<file path="config.mk">
export PLATFORM = sky130hd
export DESIGN_NAME = rc_zone_light_sos_sequencer
export DESIGN_NICKNAME = d
export VERILOG_FILES = /design/src/rzls_pkg.sv /design/src/rzls_cfg_regs.sv /design/src/rzls_zone.sv /design/src/rzls_seq_core.sv /design/src/rc_zone_light_sos_sequencer.sv
export SDC_FILE = /design/constraint.sdc
export NUM_CORES = 1
export LEC_CHECK = 0
export BUFFER_PORTS_ARGS = -buffer_cell sky130_fd_sc_hd__buf_2
export CAP_MARGIN = 20
export CORE_ASPECT_RATIO = 0.7
export CORE_MARGIN = 2
export CORE_UTILIZATION = 55
export CTS_CLUSTER_SIZE = 16
export DETAILED_ROUTE_END_ITERATION = 16
export GPL_ROUTABILITY_DRIVEN = 0
export PLACE_DENSITY_LB_ADDON = 0.1
export SYNTH_ARGS = -nofsm -noshare
export SYNTH_HDL_FRONTEND = slang
export SYNTH_SLANG_ARGS = --single-unit
</file>
<file path="constraint.sdc">
create_clock -name aclk -period 5 [get_ports aclk]
set_input_delay 0.5 -clock aclk [delete_from_list [all_inputs] [get_ports aclk]]
set_output_delay 0.5 -clock aclk [all_outputs]
set_load 0.02 [all_outputs]
</file>
<file path="src/rzls_pkg.sv">
`default_nettype none

package rzls_pkg;

    // pulse width, tick and pattern widths
    localparam int WIDTH_W    = 16;
    localparam int TICK_W     = 32;
    localparam int STEP_COUNT = 18;
    localparam int STEP_W     = $clog2(STEP_COUNT);
    localparam int DUR_W      = 11;

    // stream data widths, padded to whole bytes
    localparam int S_TDATA_W  = 48;
    localparam int M_TDATA_W  = 8;

    // config port
    localparam int CFG_IDX_W  = 2;
    localparam int CFG_DATA_W = 16;

    typedef enum logic [CFG_IDX_W-1:0] {
        CFG_SOS_THRESHOLD = 2'd0,
        CFG_ON_MIN        = 2'd1,
        CFG_ON_MAX        = 2'd2
    } cfg_idx_t;

    localparam logic [WIDTH_W-1:0] SOS_THRESHOLD_RST = 16'd1750;
    localparam logic [WIDTH_W-1:0] ON_MIN_RST        = 16'd1000;
    localparam logic [WIDTH_W-1:0] ON_MAX_RST        = 16'd1250;

    typedef struct packed {
        logic [WIDTH_W-1:0] sos_threshold_us;
        logic [WIDTH_W-1:0] on_min_us;
        logic [WIDTH_W-1:0] on_max_us;
    } cfg_t;

    typedef enum logic [1:0] {
        ZONE_OFF = 2'd0,
        ZONE_ON  = 2'd1,
        ZONE_SOS = 2'd2
    } zone_t;

    // morse sos step durations in ms: dots 150, dashes 450, gap 1050
    function automatic logic [DUR_W-1:0] step_duration(input logic [STEP_W-1:0] step);
        logic [DUR_W-1:0] dur;
        case (step)
            5'd5, 5'd6, 5'd8, 5'd10, 5'd11: dur = 11'd450;
            5'd17:                          dur = 11'd1050;
            default:                        dur = 11'd150;
        endcase
        return dur;
    endfunction

endpackage

`default_nettype wire

</file>
<file path="src/rzls_cfg_regs.sv">
`default_nettype none

module rzls_cfg_regs (
    input  wire logic                             aclk,
    input  wire logic                             aresetn,
    input  wire logic                             cfg_valid,
    output logic                                  cfg_ready,
    input  wire logic [rzls_pkg::CFG_IDX_W-1:0]   cfg_index,
    input  wire logic [rzls_pkg::CFG_DATA_W-1:0]  cfg_data,
    output rzls_pkg::cfg_t                        cfg
);

    rzls_pkg::cfg_t cfg_reg;
    rzls_pkg::cfg_t cfg_next;

    assign cfg_ready = 1'b1;
    assign cfg       = cfg_reg;

    // decode the register index, unknown indexes are dropped
    always_comb begin
        cfg_next = cfg_reg;
        if (cfg_valid) begin
            case (cfg_index)
                rzls_pkg::CFG_SOS_THRESHOLD: cfg_next.sos_threshold_us = cfg_data;
                rzls_pkg::CFG_ON_MIN:        cfg_next.on_min_us        = cfg_data;
                rzls_pkg::CFG_ON_MAX:        cfg_next.on_max_us        = cfg_data;
                default:                     cfg_next = cfg_reg;
            endcase
        end
    end

    always_ff @(posedge aclk) begin
        if (!aresetn) begin
            cfg_reg.sos_threshold_us <= rzls_pkg::SOS_THRESHOLD_RST;
            cfg_reg.on_min_us        <= rzls_pkg::ON_MIN_RST;
            cfg_reg.on_max_us        <= rzls_pkg::ON_MAX_RST;
        end else begin
            cfg_reg <= cfg_next;
        end
    end

endmodule

`default_nettype wire

</file>
<file path="src/rzls_zone.sv">
`default_nettype none

module rzls_zone (
    input  wire logic [rzls_pkg::WIDTH_W-1:0] width,
    input  wire rzls_pkg::cfg_t               cfg,
    output rzls_pkg::zone_t                   zone
);

    // sos test wins over the on window
    always_comb begin
        if (width > cfg.sos_threshold_us) begin
            zone = rzls_pkg::ZONE_SOS;
        end else if (width >= cfg.on_min_us && width < cfg.on_max_us) begin
            zone = rzls_pkg::ZONE_ON;
        end else begin
            zone = rzls_pkg::ZONE_OFF;
        end
    end

endmodule

`default_nettype wire

</file>
<file path="src/rzls_seq_core.sv">
`default_nettype none

module rzls_seq_core (
    input  wire logic                          aclk,
    input  wire logic                          aresetn,
    input  wire logic                          fire,
    input  wire rzls_pkg::zone_t               zone,
    input  wire logic [rzls_pkg::TICK_W-1:0]   now_ms,
    output logic                               lamp_next
);

    logic [rzls_pkg::STEP_W-1:0] step_reg;
    logic [rzls_pkg::STEP_W-1:0] step_next;
    logic [rzls_pkg::TICK_W-1:0] last_change_reg;
    logic [rzls_pkg::TICK_W-1:0] last_change_next;
    logic                        lamp_reg;

    logic [rzls_pkg::STEP_W-1:0] step_cur;
    logic [rzls_pkg::TICK_W-1:0] elapsed;
    logic                        due;

    // out of range step restarts the pattern
    assign step_cur = (step_reg >= rzls_pkg::STEP_W'(rzls_pkg::STEP_COUNT)) ?
                      '0 : step_reg;
    assign elapsed  = now_ms - last_change_reg;
    assign due      = elapsed >= {{(rzls_pkg::TICK_W-rzls_pkg::DUR_W){1'b0}},
                                  rzls_pkg::step_duration(step_cur)};

    // next pattern state and lamp level
    always_comb begin
        step_next        = '0;
        last_change_next = last_change_reg;
        lamp_next        = 1'b0;
        case (zone)
            rzls_pkg::ZONE_SOS: begin
                lamp_next = lamp_reg;
                step_next = step_cur;
                if (due) begin
                    last_change_next = now_ms;
                    lamp_next        = ~step_cur[0];
                    step_next        = (step_cur == rzls_pkg::STEP_W'(rzls_pkg::STEP_COUNT-1)) ?
                                       '0 : step_cur + 1'b1;
                end
            end
            rzls_pkg::ZONE_ON: begin
                lamp_next = 1'b1;
            end
            default: begin
                lamp_next = 1'b0;
            end
        endcase
    end

    always_ff @(posedge aclk) begin
        if (!aresetn) begin
            step_reg        <= '0;
            last_change_reg <= '0;
            lamp_reg        <= 1'b0;
        end else if (fire) begin
            step_reg        <= step_next;
            last_change_reg <= last_change_next;
            lamp_reg        <= lamp_next;
        end
    end

endmodule

`default_nettype wire

</file>
<file path="src/rc_zone_light_sos_sequencer.sv">
`default_nettype none

// channel  | ports      | beat contents
// ---------+------------+------------------------------------------------
// input    | s_t*       | pulse_width_us, now_ms
// result   | m_t*       | lamp_on, one beat per input beat
// config   | cfg_*      | register index and 16-bit value
//
// every input beat passes the input register, then the result register
// one beat per cycle sustained while m_tready is high; the pattern state updates as a beat moves to the result register
// aresetn is synchronous, active low; it clears config to defaults and the pattern to step 0
// a stalled result holds; the input register still takes a beat when the result moves out

module rc_zone_light_sos_sequencer (
    input  wire logic                              aclk,
    input  wire logic                              aresetn,
    input  wire logic                              s_tvalid,
    output logic                                   s_tready,
    // [15:0] pulse_width_us, [47:16] now_ms
    input  wire logic [rzls_pkg::S_TDATA_W-1:0]    s_tdata,
    output logic                                   m_tvalid,
    input  wire logic                              m_tready,
    // [0] lamp_on, [7:1] zero
    output logic [rzls_pkg::M_TDATA_W-1:0]         m_tdata,
    input  wire logic                              cfg_valid,
    output logic                                   cfg_ready,
    input  wire logic [rzls_pkg::CFG_IDX_W-1:0]    cfg_index,
    input  wire logic [rzls_pkg::CFG_DATA_W-1:0]   cfg_data
);

    rzls_pkg::cfg_t  cfg;
    rzls_pkg::zone_t zone;

    logic                           in_vld_reg;
    logic                           in_vld_next;
    logic [rzls_pkg::WIDTH_W-1:0]   in_width_reg;
    logic [rzls_pkg::TICK_W-1:0]    in_now_reg;
    logic                           out_vld_reg;
    logic                           out_vld_next;
    logic                           out_lamp_reg;
    logic                           lamp_next;
    logic                           fire;
    logic                           s_fire;

    rzls_cfg_regs u_cfg (
        .aclk      (aclk),
        .aresetn   (aresetn),
        .cfg_valid (cfg_valid),
        .cfg_ready (cfg_ready),
        .cfg_index (cfg_index),
        .cfg_data  (cfg_data),
        .cfg       (cfg)
    );

    rzls_zone u_zone (
        .width (in_width_reg),
        .cfg   (cfg),
        .zone  (zone)
    );

    rzls_seq_core u_core (
        .aclk      (aclk),
        .aresetn   (aresetn),
        .fire      (fire),
        .zone      (zone),
        .now_ms    (in_now_reg),
        .lamp_next (lamp_next)
    );

    // handshake between the two register stages
    assign fire         = in_vld_reg && (!out_vld_reg || m_tready);
    assign s_tready     = !in_vld_reg || fire;
    assign s_fire       = s_tvalid && s_tready;
    assign in_vld_next  = s_fire || (in_vld_reg && !fire);
    assign out_vld_next = fire || (out_vld_reg && !m_tready);

    always_ff @(posedge aclk) begin
        if (!aresetn) begin
            in_vld_reg  <= 1'b0;
            out_vld_reg <= 1'b0;
        end else begin
            in_vld_reg  <= in_vld_next;
            out_vld_reg <= out_vld_next;
        end
    end

    // input beat capture
    always_ff @(posedge aclk) begin
        if (s_fire) begin
            in_width_reg <= s_tdata[rzls_pkg::WIDTH_W-1:0];
            in_now_reg   <= s_tdata[rzls_pkg::WIDTH_W +: rzls_pkg::TICK_W];
        end
    end

    // result register
    always_ff @(posedge aclk) begin
        if (fire) begin
            out_lamp_reg <= lamp_next;
        end
    end

    assign m_tvalid = out_vld_reg;
    assign m_tdata  = {{(rzls_pkg::M_TDATA_W-1){1'b0}}, out_lamp_reg};

endmodule

`default_nettype wire

</file>
=== Word level (Yosys, flattened, before mapping) ===
Index checks and enable logic that the tools add are counted.

* Add/subtract/negate cells: 2
* Bitwise logic cells: 1
* $lt $le $gt $ge: 5
* Eq/ne operators: 10
* Reductions and logical operators: 19
* Mux-type cells: 9

{| class="wikitable"
|+ Operators by type and width
! cell !! count
|-
| $ge 32x11->1 || 1
|-
| $sub 32x32->32 || 1
|-
| $pmux 11 s2 || 1
|-
| $mux 5 || 4
|-
| $ge 16x16->1 || 1
|-
| $gt 16x16->1 || 1
|-
| $lt 16x16->1 || 1
|-
| $eq 5x4->1 const B || 3
|-
| $eq 5x3->1 const B || 2
|-
| $reduce_and 2->1 || 3
|-
| $add 5x1->5 const B || 1
|-
| $eq 5x5->1 const B || 1
|-
| $ge 5x5->1 const B || 1
|-
| $logic_and 1x1->1 || 5
|-
| $reduce_or 5->1 || 1
|-
| $eq 2x1->1 const B || 2
|-
| $eq 2x2->1 const B || 2
|-
| $logic_not 1->1 || 4
|-
| $logic_or 1x1->1 || 4
|-
| $reduce_and 3->1 || 1
|-
| $logic_not 2->1 || 1
|-
| $mux 1 || 2
|-
| $mux 2 || 1
|-
| $pmux 1 s2 || 1
|-
| $not 1->1 || 1
|}

* Register bits after elaboration: 137
* Word-level logic and storage cells: 57
* Output and inout bits: 11

=== Logic depth before layout (Yosys ltp) ===
Gate-level depths: netlist (run 1).

* Word-level depth: 8
* Mapped depth: 22
* Gate-level depth less buffers: 20

=== Cells and area by module ===
From an unflattened synthesis (run 1), not the netlist that was laid out.

* Cells, all modules: 943
* Area total of the unflattened synthesis: 8913.5 µm²

{| class="wikitable"
|+ Modules (own cells, without submodules)
! module !! sequential area each (µm²) !! cells an instance !! instances !! area each (µm²)
|-
| rzls_seq_core || 760.7 || 527 || 1 || 4139.0
|-
| rzls_cfg_regs || 960.9 || 192 || 1 || 1941.9
|-
| rc_zone_light_sos_sequencer || 1511.4 || 67 || 1 || 1639.1
|-
| rzls_zone || 0.0 || 157 || 1 || 1193.6
|}

=== Worst setup path after synthesis (run 1) ===
OpenSTA, ideal clock, no wires.

* Kind: reg-to-reg
* From: register in_now_reg[0] (netlist name)
* To: register u_core.step_reg[2] (netlist name)
* Path buffers: 2
* Stages on the path, launching flop included: 23
* Data required time: 4.874 ns
* Setup slack: 0.272 ns
* Library setup time: 0.126 ns
* Arrival time: 4.602 ns
* Cell sequence: edfxtp_1 inv_1 ha_1 inv_1 fa_1 a21o_1 a221oi_2 o21ai_0 a21oi_1 xnor2_1 ha_1 nand2_1 nor2_1 nor4_1 o221ai_1 nor4_1 nand3_1 or4b_4 or4b_4 buf_6 buf_6 nand4_2 o211ai_1

* Cells in the longest elaborated chain, start to end: 4

{| class="wikitable"
|+ Ends and longest elaborated chain
! element !! RTL line !! source
|-
| from (decl) || rc_zone_light_sos_sequencer.sv:37 || <nowiki>logic [rzls_pkg::TICK_W-1:0] in_now_reg;</nowiki>
|-
| from (signal assigned) || rc_zone_light_sos_sequencer.sv:91 || <nowiki>in_now_reg <= s_tdata[rzls_pkg::WIDTH_W +: rzls_pkg::TICK_W];</nowiki>
|-
| $sub 32x32->32 || rzls_seq_core.sv:25 || <nowiki>assign elapsed = now_ms - last_change_reg;</nowiki>
|-
| $ge 32x11->1 || rzls_seq_core.sv:26 || <nowiki>assign due = elapsed >= {{(rzls_pkg::TICK_W-rzls_pkg::DUR_W){1'b0}},</nowiki>
|-
| $mux 5 || rzls_seq_core.sv:38 || <nowiki>if (due) begin</nowiki>
|-
| $mux 5 || rzls_seq_core.sv:34 || <nowiki>case (zone)</nowiki>
|-
| to (signal assigned) || rzls_seq_core.sv:60 || <nowiki>step_reg <= step_next;</nowiki>
|-
| to (decl) || rzls_seq_core.sv:12 || <nowiki>logic [rzls_pkg::STEP_W-1:0] step_reg;</nowiki>
|}

No other way between the ends.
A chain may end at the register's enable or synchronous reset.

=== Final worst setup path (run 1) ===
* From: register in_now_reg[0] (netlist name)
* To: register u_core.last_change_reg[10] (netlist name)

* Cells in the longest elaborated chain, start to end: 3

{| class="wikitable"
|+ Ends and longest elaborated chain
! element !! RTL line !! source
|-
| $sub 32x32->32 || rzls_seq_core.sv:25 ||
|-
| $ge 32x11->1 || rzls_seq_core.sv:26 ||
|-
| $reduce_and 3->1 (no source line) || -- ||
|-
| to (signal assigned) || rzls_seq_core.sv:61 || <nowiki>last_change_reg <= last_change_next;</nowiki>
|-
| to (decl) || rzls_seq_core.sv:14 || <nowiki>logic [rzls_pkg::TICK_W-1:0] last_change_reg;</nowiki>
|}

No other way between the ends.

==> impl_results.html, run 1 <==
<table>
<tr><th>Metric</th><th>Value</th></tr>
<tr><th colspan="2">Worst setup path</th></tr>
<tr><td>Cell chain of the critical path</td><td>inv_1, ha_1, inv_1, fa_2, a21o_1, a221oi_4, o21ai_1, a21oi_2, xnor2_1, ha_1, nand2_1, nor2_1, nor4_2, o221ai_1, nor4_1, nand3_1, or4b_4, or4b_4, nand3_1, a21oi_1</td></tr>
<tr><td>Start of the worst register-to-register path</td><td>in_now_reg[0]$_DFFE_PP_</td></tr>
<tr><td>Crit path launch</td><td>in_now_reg[0]$_DFFE_PP_</td></tr>
<tr><td>Crit Path Max Fanout</td><td>9</td></tr>
<tr><td>Worst Setup EP</td><td>u_core.last_change_reg[10]$_SDFFE_PN0P_</td></tr>
<tr><td>Slack of the worst reg-to-reg path</td><td>about 340 ps</td></tr>
<tr><td>Data arrival time at the worst-slack endpoint</td><td>4960 ps</td></tr>
<tr><td>Required time of the critical path</td><td>5290 ps</td></tr>
<tr><td>Sort of element at the end of the critical path</td><td>flip-flop</td></tr>
<tr><td>Crit Path Class</td><td>flip-flop to flip-flop</td></tr>
<tr><td>Worst stage delay on the critical path</td><td>690 ps</td></tr>
<tr><td>Master of the slowest instance on the critical path</td><td>or4b_4</td></tr>
<tr><td>Critical register-to-register path endpoint</td><td>u_core.last_change_reg[10]$_SDFFE_PN0P_</td></tr>
<tr><td>Critical path launch point type</td><td>flip-flop</td></tr>
<tr><td>Depth of the worst register-to-register path</td><td>20</td></tr>
<tr><th colspan="2">Clock tree</th></tr>
<tr><td>Insertion delay to the later sink of the worst-skew pair</td><td>430 ps</td></tr>
<tr><td>Max clock buf depth</td><td>2</td></tr>
<tr><td>Number of sinks driven by the clock tree</td><td>137</td></tr>
<tr><td>CTS clk-pin slew, worst paths</td><td>about 80 ps</td></tr>
<tr><td>Clk root buf</td><td>clkbuf_16</td></tr>
<tr><td>Hold_buf cts</td><td>0</td></tr>
<tr><td>Number of buffers created by CTS</td><td>17</td></tr>
<tr><td>CTS tree</td><td>built</td></tr>
<tr><td>Total number of H-tree levels</td><td>4</td></tr>
<tr><th colspan="2">Place</th></tr>
<tr><td>Post-Place Cells</td><td>about 1200</td></tr>
<tr><td>Final HPWL DP</td><td>15.7 mm</td></tr>
<tr><td>Count of buffers inserted at the top-level ports</td><td>73</td></tr>
<tr><th colspan="2">GRT</th></tr>
<tr><td>Antenna violations before repair</td><td>0</td></tr>
<tr><td>Global-route wire length before repair</td><td>35.5 mm</td></tr>
<tr><td>Largest net degree at the start of global routing</td><td>40</td></tr>
<tr><td>Via count of the first global-routing pass</td><td>a little under 7000</td></tr>
<tr><td>Global-route usage over all layers</td><td>26.6%</td></tr>
<tr><td>Overflow after GRT</td><td>0</td></tr>
<tr><th colspan="2">Die</th></tr>
<tr><td>Full die area</td><td>16700 sq um</td></tr>
<tr><td>X dimension of the die</td><td>154 microns</td></tr>
<tr><td>IO Count</td><td>82</td></tr>
<tr><td>Vertical extent of the die</td><td>109 microns</td></tr>
<tr><td># rows</td><td>38</td></tr>
<tr><td>Core area</td><td>~15000 sq um</td></tr>
<tr><td>Starting density of the core</td><td>56.0%</td></tr>
<tr><th colspan="2">Pwr</th></tr>
<tr><td>VDD IR max</td><td>roughly 0.18 mV</td></tr>
<tr><td>Power, Total</td><td>3.21 mW</td></tr>
<tr><td>Pint</td><td>2.18 mW</td></tr>
<tr><td>Clock share of power</td><td>41.6%</td></tr>
<tr><td>Static power due to leakage</td><td>3.98 nW</td></tr>
<tr><td>Cell area power density</td><td>approximately 320 nW/um^2</td></tr>
<tr><td>Share of total power in sequential cells</td><td>39.1%</td></tr>
<tr><td>Switching power share of the total</td><td>a little under a third</td></tr>
<tr><td>Logic gate share of total power</td><td>around a fifth</td></tr>
<tr><td>Net switching power figure</td><td>about 1.0 mW</td></tr>
<tr><th colspan="2">Finish</th></tr>
<tr><td>Final layout net count</td><td>1229</td></tr>
<tr><td>Share of post-route cells with drive strength above 1</td><td>13.6%</td></tr>
<tr><td>Flip-flop count of the largest register after layout</td><td>48</td></tr>
<tr><td>Number of standard cells in the final layout excluding fillers</td><td>1285</td></tr>
<tr><td>Inserted Diodes</td><td>0</td></tr>
<tr><td>Area growth from synthesis to final layout</td><td>14.6%</td></tr>
<tr><th colspan="2">Min path</th></tr>
<tr><td>Hold/Removal Path Class</td><td>input port to flip-flop</td></tr>
<tr><th colspan="2">STA</th></tr>
<tr><td>FMAX</td><td>about 210 MHz</td></tr>
<tr><td>Hold Violations, Final</td><td>0</td></tr>
<tr><td>Final Hold Slack</td><td>238 ps</td></tr>
<tr><td>Largest clock skew in the final design</td><td>13.1 ps</td></tr>
<tr><td>Max-slew violation count</td><td>0</td></tr>
<tr><td>Period utilization</td><td>93.3%</td></tr>
<tr><td>Slew of the pin with the lowest slew margin</td><td>between 1000 and 1500 ps</td></tr>
<tr><td>Final period demand of the worst path</td><td>4660 ps</td></tr>
<tr><td>Tightest slew margin relative to the limit</td><td>approximately a third</td></tr>
<tr><td>Total setup violations reported at the end of the flow</td><td>0</td></tr>
<tr><th colspan="2">Routing</th></tr>
<tr><td>Via density per instance</td><td>6.12</td></tr>
<tr><td>Detail Route Antenna Nets</td><td>0</td></tr>
<tr><td>Number of remaining DRC errors</td><td>0</td></tr>
<tr><td>Length of the first detailed-routing pass in iterations</td><td>5</td></tr>
<tr><td>Routed len/inst</td><td>18.3 microns</td></tr>
<tr><td>Routed wire length</td><td>about 24 mm</td></tr>
<tr><td>DR iter-0 viols</td><td>855</td></tr>
<tr><td>Vias after detailed routing</td><td>7866</td></tr>
<tr><th colspan="2">Synthesis</th></tr>
<tr><td>Post-synth EDFFs</td><td>between 40 and 50</td></tr>
<tr><td>Post-synthesis cell count</td><td>1009</td></tr>
<tr><td>Async set or reset register ratio after synthesis</td><td>0%</td></tr>
<tr><td>Post-synthesis sequential area ratio</td><td>37.5%</td></tr>
<tr><td>Library cell with the highest instance count after synthesis</td><td>nand2_1</td></tr>
<tr><td>Netlist cell types</td><td>slightly above 70</td></tr>
<tr><td>Cell types with the largest area share after synthesis</td><td>dfxtp_1 20%, edfxtp_1 17%, ha_1 12%, a21oi_1 6.6%, nand2_1 5.2%</td></tr>
<tr><td>Synth Warn #</td><td>0</td></tr>
<tr><td>Syn avg cell area</td><td>roughly 8.5 sq um</td></tr>
<tr><td>Flop and latch count out of synthesis</td><td>roughly 140</td></tr>
<tr><td>Top cell type by total area after synthesis</td><td>dfxtp_1</td></tr>
<tr><td>Top-area cell type share of the netlist area</td><td>20.4%</td></tr>
<tr><td>Leading post-synthesis cells by instance count</td><td>119 x nand2_1, 113 x a21oi_1, 92 x inv_1</td></tr>
<tr><td>Combined area of all synthesized cells</td><td>about 8600 sq um</td></tr>
<tr><td>Leading register cell type out of synthesis</td><td>dfxtp_1</td></tr>
<tr><th colspan="2">Job</th></tr>
<tr><td>Max-cap violations</td><td>0</td></tr>
<tr><th colspan="2">Outcome</th></tr>
<tr><td>Run status</td><td>completed</td></tr>
</table>
[cells in the final DEF, fill, tap and decap left out, drive strengths merged, types with 8 or more instances in the layout]
master	n
o21ai	63
inv	102
nand2b	12
a211oi	9
nor2	30
ha	85
o21a	10
o211ai	29
edfxtp	49
clkbuf	18
buf	86
conb	8
a21o	32
dfxtp	88
nor2b	8
and3	10
nand3	50
nor3	15
nand2	119
nand4	18
nor4	8
or4b	8
a21oi	114
[power by group through the flow]
stage / clock network, mW / logic [mW] / registers [mW]
final: 1.33 / 0.618 / 1.25
after global routing: 1.39 / 0.681 / 1.26
after CTS: 1.35 / 0.583 / 1.25
after detailed placement: 0 / 0.577 / 1.27
after global placement: 0 / 0.570 / 1.27
after floorplan: 0 / 0.432 / 1.26
[worst max-delay path: cells and delay by family, from the launching register on]
kind                     cells  cell delay, ps
flip-flops                   1             390
adder cells (fa/ha/maj)      3             760
AO/OA/AOI/OAI                6             980
AND/OR/NAND/NOR              8            2120
XOR/XNOR                     1             150
buffers and inverters        2             120
[area by class of cell]
| type | instances | area, sq um |
|---|---|---|
| multi-input combinational | 737 | 4950 |
| clock inverter | 15 | 195 |
| clock buffer | 17 | 425 |
| sequential | 137 | 3230 |
| timing repair buffer | 87 | 478 |
| fill | 1325 | 5530 |
| inverter | 92 | 345 |
| tap | 200 | 250 |
[worst min path at each step]
stage          cells past startpoint                  startpoint  slack (ps)                          to
3_5_place_dp                       2   u_cfg.cfg[9]$_SDFFE_PN0P_         450   u_cfg.cfg[9]$_SDFFE_PN0P_
6_report                           1                  s_tdata[0]         240   in_width_reg[0]$_DFFE_PP_
5_1_grt                            1                  s_tdata[5]         220   in_width_reg[5]$_DFFE_PP_
2_1_floorplan                      2  u_cfg.cfg[11]$_SDFFE_PN0P_         440  u_cfg.cfg[11]$_SDFFE_PN0P_
3_3_place_gp                       2   u_cfg.cfg[9]$_SDFFE_PN0P_         440   u_cfg.cfg[9]$_SDFFE_PN0P_
4_1_cts                            1                  s_tdata[0]         230   in_width_reg[0]$_DFFE_PP_
[what timing repair did]
action,4_1_cts,5_1_grt
resized for setup,0,19
setup buffers,0,2
setup endpoints to repair,0,39
[kinds of logic after synthesis]
logic type | synth area share [%]
buffers and inverters | 7.00
multiplexers | 0.711
other | 0.0871
XOR/XNOR | 1.32
flip-flops | 37.5
AND/OR/NAND/NOR | 17.6
adder cells (fa/ha/maj) | 12.6
AO/OA/AOI/OAI | 23.2
[per-stage QoR]
step | utilization, % | area (sq um) | setup slack (ps) | TNS (ps)
floorplan | - | 8640 | 272 | 0
global placement | 59.0 | 9090 | 184 | 0
detailed placement | 59.0 | 9090 | 55.3 | 0
CTS | 63.0 | 9710 | 20.3 | 0
global route | 64.1 | 9880 | -1.13 | -1.13
finish | 64.1 | 9880 | 336 | 0
[metal layers]
metal	track usage [%]	share of wire, %	vias up
met5	0	0	-
met4	5.57	1.4	0
met3	4.73	9.2	43
met2	36.6	39	377
met1	42.9	51	3642
li1	-	-	3804
(Power assumes the default switching activity.)
==> run 2: changes to the inputs <==
Settings changed: CORE_MARGIN 2 to 4.
==> impl_results.html, run 2 (same netlist as run 1, synthesis figures left out) <==
<table>
<tr><th>Metric</th><th>Value</th></tr>
<tr><th colspan="2">Place</th></tr>
<tr><td>Post-placement worst setup slack</td><td>123 ps</td></tr>
<tr><td>Post-Place Cells</td><td>1240</td></tr>
<tr><td>Placed standard-cell area</td><td>9090 sq um</td></tr>
<tr><td>Count of buffers inserted at the top-level ports</td><td>73</td></tr>
<tr><td>Final HPWL DP</td><td>16.1 mm</td></tr>
<tr><th colspan="2">Finish</th></tr>
<tr><td>Number of filler instances in the final layout</td><td>around 1300</td></tr>
<tr><td>Footprint of the flip-flops and latches</td><td>3230 sq um</td></tr>
<tr><td>Utilization after layout</td><td>64.5%</td></tr>
<tr><td>Final layout net count</td><td>approximately 1200</td></tr>
<tr><td>Area occupied by multi-input gates</td><td>between 4000 and 5000 sq um</td></tr>
<tr><td>Area growth from synthesis to final layout</td><td>12.6%</td></tr>
<tr><td>Final instance area</td><td>between 9000 and 10000 sq um</td></tr>
<tr><td>Share of post-route cells with drive strength above 1</td><td>between 10% and 20%</td></tr>
<tr><td>Inserted Diodes</td><td>0</td></tr>
<tr><td>Number of standard cells in the final layout excluding fillers</td><td>1272</td></tr>
<tr><td>Flip-flop count of the largest register after layout</td><td>48</td></tr>
<tr><td>Most common library cell in the layout ignoring fill and taps</td><td>nand2_1</td></tr>
<tr><td>Highest-count cells in the layout ignoring fill and taps</td><td>119 x nand2_1, 113 x a21oi_1, 91 x inv_1</td></tr>
<tr><th colspan="2">Pwr</th></tr>
<tr><td>Cell area power density</td><td>320 nW/um^2</td></tr>
<tr><td>Static power due to leakage</td><td>3.92 nW</td></tr>
<tr><td>VDD IR max</td><td>0.168 mV</td></tr>
<tr><td>Power, Total</td><td>a little over 3 mW</td></tr>
<tr><th colspan="2">Die</th></tr>
<tr><td>IO Count</td><td>82</td></tr>
<tr><td>X dimension of the die</td><td>158 microns</td></tr>
<tr><td># rows</td><td>37</td></tr>
<tr><td>Starting density of the core</td><td>57.3%</td></tr>
<tr><td>Core area</td><td>15000 sq um</td></tr>
<tr><td>Full die area</td><td>17800 sq um</td></tr>
<tr><td>Vertical extent of the die</td><td>between 100 and 150 microns</td></tr>
<tr><th colspan="2">Clock tree</th></tr>
<tr><td>Hold_buf cts</td><td>0</td></tr>
<tr><td>Number of sinks driven by the clock tree</td><td>137</td></tr>
<tr><td>Insertion delay to the later sink of the worst-skew pair</td><td>440 ps</td></tr>
<tr><td>Total number of H-tree levels</td><td>4</td></tr>
<tr><td>CTS clk-pin slew, worst paths</td><td>70 ps</td></tr>
<tr><td>Max clock buf depth</td><td>2</td></tr>
<tr><td>Number of buffers created by CTS</td><td>17</td></tr>
<tr><td>Clk root buf</td><td>clkbuf_16</td></tr>
<tr><td>CTS tree</td><td>built</td></tr>
<tr><th colspan="2">Worst setup path</th></tr>
<tr><td>Slack of the worst reg-to-reg path</td><td>320 ps</td></tr>
<tr><td>Depth of the worst register-to-register path</td><td>20</td></tr>
<tr><td>Start of the worst register-to-register path</td><td>in_now_reg[0]$_DFFE_PP_</td></tr>
<tr><td>Critical path launch point type</td><td>flip-flop</td></tr>
<tr><td>Sort of element at the end of the critical path</td><td>flip-flop</td></tr>
<tr><td>Crit Path Class</td><td>flip-flop to flip-flop</td></tr>
<tr><td>Required time of the critical path</td><td>5320 ps</td></tr>
<tr><td>Critical register-to-register path endpoint</td><td>u_core.step_reg[1]$_SDFFE_PN0P_</td></tr>
<tr><td>Data arrival time at the worst-slack endpoint</td><td>5000 ps</td></tr>
<tr><td>Worst Setup EP</td><td>u_core.step_reg[1]$_SDFFE_PN0P_</td></tr>
<tr><td>Crit Path Max Fanout</td><td>22</td></tr>
<tr><td>Crit path launch</td><td>in_now_reg[0]$_DFFE_PP_</td></tr>
<tr><th colspan="2">STA</th></tr>
<tr><td>Final critical-path setup slack</td><td>~320 ps</td></tr>
<tr><td>Period utilization</td><td>93.7%</td></tr>
<tr><td>Max-slew violation count</td><td>0</td></tr>
<tr><td>Largest clock skew in the final design</td><td>14.2 ps</td></tr>
<tr><td>Accumulated negative setup slack</td><td>0 ps</td></tr>
<tr><td>Final period demand of the worst path</td><td>about 4700 ps</td></tr>
<tr><td>FMAX</td><td>213 MHz</td></tr>
<tr><td>Final Hold Slack</td><td>235 ps</td></tr>
<tr><td>Total setup violations reported at the end of the flow</td><td>0</td></tr>
<tr><td>RSZ-0062 raised after global routing</td><td>no</td></tr>
<tr><td>Hold Violations, Final</td><td>0</td></tr>
<tr><td>Tightest slew margin relative to the limit</td><td>approximately 37%</td></tr>
<tr><td>Slew of the pin with the lowest slew margin</td><td>940 ps</td></tr>
<tr><th colspan="2">Routing</th></tr>
<tr><td>Routed wire length</td><td>22.1 mm</td></tr>
<tr><td>Length of the first detailed-routing pass in iterations</td><td>5</td></tr>
<tr><td>Routed len/inst</td><td>roughly 17 microns</td></tr>
<tr><td>Via density per instance</td><td>roughly 6.0</td></tr>
<tr><td>Vias after detailed routing</td><td>between 7000 and 8000</td></tr>
<tr><td>DR iter-0 viols</td><td>about 700</td></tr>
<tr><td>Detail Route Antenna Nets</td><td>0</td></tr>
<tr><td>Number of remaining DRC errors</td><td>0</td></tr>
<tr><th colspan="2">GRT</th></tr>
<tr><td>Antenna violations before repair</td><td>0</td></tr>
<tr><td>Largest net degree at the start of global routing</td><td>38</td></tr>
<tr><td>Global-route wire length before repair</td><td>roughly 37 mm</td></tr>
<tr><td>Overflow after GRT</td><td>0</td></tr>
<tr><td>Global-route usage over all layers</td><td>25.6%</td></tr>
<tr><td>Via count of the first global-routing pass</td><td>7028</td></tr>
<tr><th colspan="2">Job</th></tr>
<tr><td>Max-cap violations</td><td>0</td></tr>
<tr><th colspan="2">Outcome</th></tr>
<tr><td>Run status</td><td>completed</td></tr>
<tr><th colspan="2">Min path</th></tr>
<tr><td>Launch instance of the worst min-delay path</td><td>s_tdata[5]</td></tr>
<tr><td>Hold/Removal Path Class</td><td>input port to flip-flop</td></tr>
</table>
==> run 2: changes by cell type in the layout (fill, tap and decap cells not counted), sizes merged <==
cell,change
buf,-1
clkbuf,-1
clkinv,+1
clkinvlp,+2
inv,-3
or4b,-6
==> run 2: routing by layer <==
metal | GRT usage (%) | share of wire (%) | vias up
met3 | 6.77 | 9.6 | 28
met5 | 0 | 0 | -
met1 | 41.1 | 51 | 3484
li1 | - | - | 3769
met2 | 33.1 | 38 | 335
met4 | 6.70 | 1.2 | 0
==> run 2: worst min path at each step <==
stage / to / cells after the start
floorplan: u_cfg.cfg[11]$_SDFFE_PN0P_ / 2
global placement: u_cfg.cfg[9]$_SDFFE_PN0P_ / 2
detailed placement: u_cfg.cfg[31]$_SDFFE_PN0P_ / 2
CTS: in_width_reg[5]$_DFFE_PP_ / 1
global route: in_width_reg[2]$_DFFE_PP_ / 1
finish: in_width_reg[5]$_DFFE_PP_ / 1
==> run 2: area by class of cell <==
class / count / area share, %
repair buffers: 85 / 4.81
inverters: 92 / 3.56
clock inverters: 15 / 1.62
well taps: 195 / 2.51
flip-flops and latches: 137 / 33.3
multi-input cells: 731 / 49.8
clock buffers: 17 / 4.38
==> run 2: timing repair <==
action                                  CTS  global route
endpoints found under the setup margin    0            39
buffers inserted                          0             0
gates resized for setup                   0             7
==> run 2: worst max-delay path: stages (launching register included) <==
cell      delay, ps
edfxtp_1        380
inv_1            70
ha_1            140
inv_1            50
fa_1            400
a21o_1          210
a221oi_2        300
o21ai_0         160
xor2_1          180
ha_1            340
nand2_1          70
nor2_1           50
nor4_2          220
o221ai_2        160
nor4_2          150
nand3_1         140
or4b_4          570
or4b_4          580
buf_8           190
a31oi_1         160
a21oi_1          50
==> run 2: where the power goes <==
part           leakage (nW)  internal, mW  switching [mW]
Sequential             1.20          1.21          0.0373
Combinational          2.44         0.235           0.364
Clock                 0.281         0.703           0.549
==> run 3: changes to the inputs <==
Settings changed: BUFFER_PORTS_ARGS -buffer_cell sky130_fd_sc_hd__buf_2 to not set, CORE_UTILIZATION 55 to 58, DONT_BUFFER_PORTS set to 1.
==> impl_results.html, run 3 (same netlist as run 1, synthesis figures left out) <==
<table>
<tr><th>Metric</th><th>Value</th></tr>
<tr><th colspan="2">Pwr</th></tr>
<tr><td>Logic gate share of total power</td><td>18.5%</td></tr>
<tr><td>Pint</td><td>2.22 mW</td></tr>
<tr><td>Switching power share of the total</td><td>about 29%</td></tr>
<tr><td>VDD IR max</td><td>between 0.15 and 0.2 mV</td></tr>
<tr><td>Clock share of power</td><td>41.3%</td></tr>
<tr><td>Share of total power in sequential cells</td><td>40.3%</td></tr>
<tr><td>Net switching power figure</td><td>0.897 mW</td></tr>
<tr><td>Cell area power density</td><td>around 330 nW/um^2</td></tr>
<tr><td>Static power due to leakage</td><td>3.69 nW</td></tr>
<tr><th colspan="2">Die</th></tr>
<tr><td>Starting density of the core</td><td>60.6%</td></tr>
<tr><td>Full die area</td><td>approximately 17000 sq um</td></tr>
<tr><td>IO Count</td><td>82</td></tr>
<tr><td>Core area</td><td>approximately 14000 sq um</td></tr>
<tr><td>Vertical extent of the die</td><td>110 microns</td></tr>
<tr><td>X dimension of the die</td><td>between 150 and 200 microns</td></tr>
<tr><td># rows</td><td>36</td></tr>
<tr><th colspan="2">Routing</th></tr>
<tr><td>Via density per instance</td><td>6.37</td></tr>
<tr><td>Routed len/inst</td><td>~20 microns</td></tr>
<tr><td>DR iter-0 viols</td><td>904</td></tr>
<tr><td>Number of remaining DRC errors</td><td>0</td></tr>
<tr><td>Length of the first detailed-routing pass in iterations</td><td>6</td></tr>
<tr><td>Vias after detailed routing</td><td>7684</td></tr>
<tr><td>Detail Route Antenna Nets</td><td>0</td></tr>
<tr><td>Routed wire length</td><td>approximately 24 mm</td></tr>
<tr><th colspan="2">GRT</th></tr>
<tr><td>Antenna violations before repair</td><td>1</td></tr>
<tr><td>Global-route usage over all layers</td><td>a little over a quarter</td></tr>
<tr><td>Overflow after GRT</td><td>0</td></tr>
<tr><td>Global-route wire length before repair</td><td>approximately 35 mm</td></tr>
<tr><td>Via count of the first global-routing pass</td><td>6887</td></tr>
<tr><td>Largest net degree at the start of global routing</td><td>around 50</td></tr>
<tr><th colspan="2">STA</th></tr>
<tr><td>Accumulated negative setup slack</td><td>0 ps</td></tr>
<tr><td>Tightest slew margin relative to the limit</td><td>32.8%</td></tr>
<tr><td>Max-slew violation count</td><td>0</td></tr>
<tr><td>Total setup violations reported at the end of the flow</td><td>0</td></tr>
<tr><td>Final period demand of the worst path</td><td>4830 ps</td></tr>
<tr><td>Largest clock skew in the final design</td><td>9.79 ps</td></tr>
<tr><td>Period utilization</td><td>between 90% and 100%</td></tr>
<tr><td>Final Hold Slack</td><td>163 ps</td></tr>
<tr><td>Hold Violations, Final</td><td>0</td></tr>
<tr><td>Slew of the pin with the lowest slew margin</td><td>1000 ps</td></tr>
<tr><td>FMAX</td><td>207 MHz</td></tr>
<tr><th colspan="2">Place</th></tr>
<tr><td>Post-Place Cells</td><td>1160</td></tr>
<tr><td>Final HPWL DP</td><td>15.3 mm</td></tr>
<tr><td>Count of buffers inserted at the top-level ports</td><td>0</td></tr>
<tr><th colspan="2">Clock tree</th></tr>
<tr><td>Number of sinks driven by the clock tree</td><td>137</td></tr>
<tr><td>Total number of H-tree levels</td><td>4</td></tr>
<tr><td>CTS tree</td><td>built</td></tr>
<tr><td>Clk root buf</td><td>clkbuf_16</td></tr>
<tr><td>Hold_buf cts</td><td>0</td></tr>
<tr><td>Insertion delay to the later sink of the worst-skew pair</td><td>430 ps</td></tr>
<tr><td>CTS clk-pin slew, worst paths</td><td>60 ps</td></tr>
<tr><td>Max clock buf depth</td><td>2</td></tr>
<tr><td>Number of buffers created by CTS</td><td>17</td></tr>
<tr><th colspan="2">Worst setup path</th></tr>
<tr><td>Critical path launch point type</td><td>flip-flop</td></tr>
<tr><td>Crit Path Max Fanout</td><td>9</td></tr>
<tr><td>Master of the slowest instance on the critical path</td><td>or4b_4</td></tr>
<tr><td>Required time of the critical path</td><td>5280 ps</td></tr>
<tr><td>Cell chain of the critical path</td><td>inv_1, ha_1, inv_1, fa_2, a21o_1, a221oi_2, o21ai_1, a21oi_2, xnor2_1, ha_1, o41a_1, and3_1, nor4b_1, nand4_1, or4b_4, nand3_1, a21oi_1</td></tr>
<tr><td>Worst stage delay on the critical path</td><td>840 ps</td></tr>
<tr><td>Crit Path Class</td><td>flip-flop to flip-flop</td></tr>
<tr><td>Sort of element at the end of the critical path</td><td>flip-flop</td></tr>
<tr><td>Data arrival time at the worst-slack endpoint</td><td>5110 ps</td></tr>
<tr><th colspan="2">Finish</th></tr>
<tr><td>Inserted Diodes</td><td>0</td></tr>
<tr><td>Flip-flop count of the largest register after layout</td><td>48</td></tr>
<tr><td>Final layout net count</td><td>1160</td></tr>
<tr><td>Share of post-route cells with drive strength above 1</td><td>approximately 7.2%</td></tr>
<tr><td>Number of filler instances in the final layout</td><td>between 1000 and 1500</td></tr>
<tr><td>Area growth from synthesis to final layout</td><td>9.90%</td></tr>
<tr><td>Utilization after layout</td><td>66.6%</td></tr>
<tr><td>Most common library cell in the layout ignoring fill and taps</td><td>nand2_1</td></tr>
<tr><td>Number of standard cells in the final layout excluding fillers</td><td>about 1200</td></tr>
<tr><td>Highest-count cells in the layout ignoring fill and taps</td><td>119 x nand2_1, 112 x a21oi_1, 91 x inv_1</td></tr>
<tr><th colspan="2">Job</th></tr>
<tr><td>Max-cap violations</td><td>0</td></tr>
<tr><th colspan="2">Min path</th></tr>
<tr><td>Hold/Removal Path Class</td><td>input port to flip-flop</td></tr>
<tr><th colspan="2">Outcome</th></tr>
<tr><td>Run status</td><td>completed</td></tr>
</table>
==> run 3: changes by cell type in the layout (fill, tap and decap cells not counted), moves of 3 or more <==
cell	previous run	this run
buf_2	73	0
buf_4	10	14
clkinv_2	0	3
clkinv_4	5	1
inv_8	3	0
or4b_4	2	10
==> run 3: critical path, delay by kind of cell, from the launching register on <==
family	cells	cell delay, ps
XOR/XNOR	1	80
AO/OA/AOI/OAI	6	1220
adder cells (fa/ha/maj)	3	750
AND/OR/NAND/NOR	5	2120
flip-flops	1	380
buffers and inverters	2	130
==> run 3: area by class of cell <==
| type | instances | area, sq um | share of cell area, % |
|---|---|---|---|
| timing repair buffer | 16 | 131 | 1.39 |
| multi-input combinational | 739 | 4930 | 52.0 |
| sequential | 137 | 3230 | 34.1 |
| clock buffer | 18 | 429 | 4.53 |
| clock inverter | 14 | 168 | 1.77 |
| inverter | 92 | 345 | 3.65 |
| tap | 190 | 238 | 2.51 |
==> run 3: per-stage QoR <==
step	cell area (sq um)	setup WS, ps	power (mW)
2_1_floorplan	8640	272	1.69
3_3_place_gp	8700	182	1.81
3_5_place_dp	8700	68.9	1.81
4_1_cts	9300	18.8	3.10
5_1_grt	9470	-37.9	3.25
6_report	9470	173	3.12
==> run 3: path summary, 6_finish.rpt <==
kind / startpoint / end / slack [ps] / depth (start not counted)
setup / recovery: in_now_reg[0]$_DFFE_PP_ / u_core.last_change_reg[17]$_SDFFE_PN0P_ / 170 / 17
hold / removal: s_tdata[16] / in_now_reg[0]$_DFFE_PP_ / 160 / 0
setup reg to reg: in_now_reg[0]$_DFFE_PP_ / u_core.last_change_reg[17]$_SDFFE_PN0P_ / 170 / 17
hold reg to reg: u_cfg.cfg[14]$_SDFFE_PN0P_ / u_cfg.cfg[14]$_SDFFE_PN0P_ / 450 / 2
==> run 3: what timing repair did <==
item                                    CTS  global route
buffers inserted                          0             4
endpoints found under the setup margin    0            38
resized for setup                         0            18
==> run 3: power by group through the flow <==
stage          sequential [mW]  clock (mW)  combinational [mW]
2_1_floorplan             1.26           0               0.432
3_3_place_gp              1.28           0               0.534
3_5_place_dp              1.28           0               0.537
4_1_cts                   1.25        1.30               0.543
5_1_grt                   1.26        1.36               0.635
6_report                  1.26        1.29               0.575
==> run 3: metal layers <==
| metal | wire length [microns] | GRT usage [%] | up-vias |
|---|---|---|---|
| met5 | 13 | 0 | - |
| met4 | 357 | 5.36 | 2 |
| met3 | 2800 | 7.14 | 42 |
| met2 | 9130 | 37.8 | 386 |
| met1 | 11300 | 39.4 | 3583 |
| li1 | - | - | 3671 |
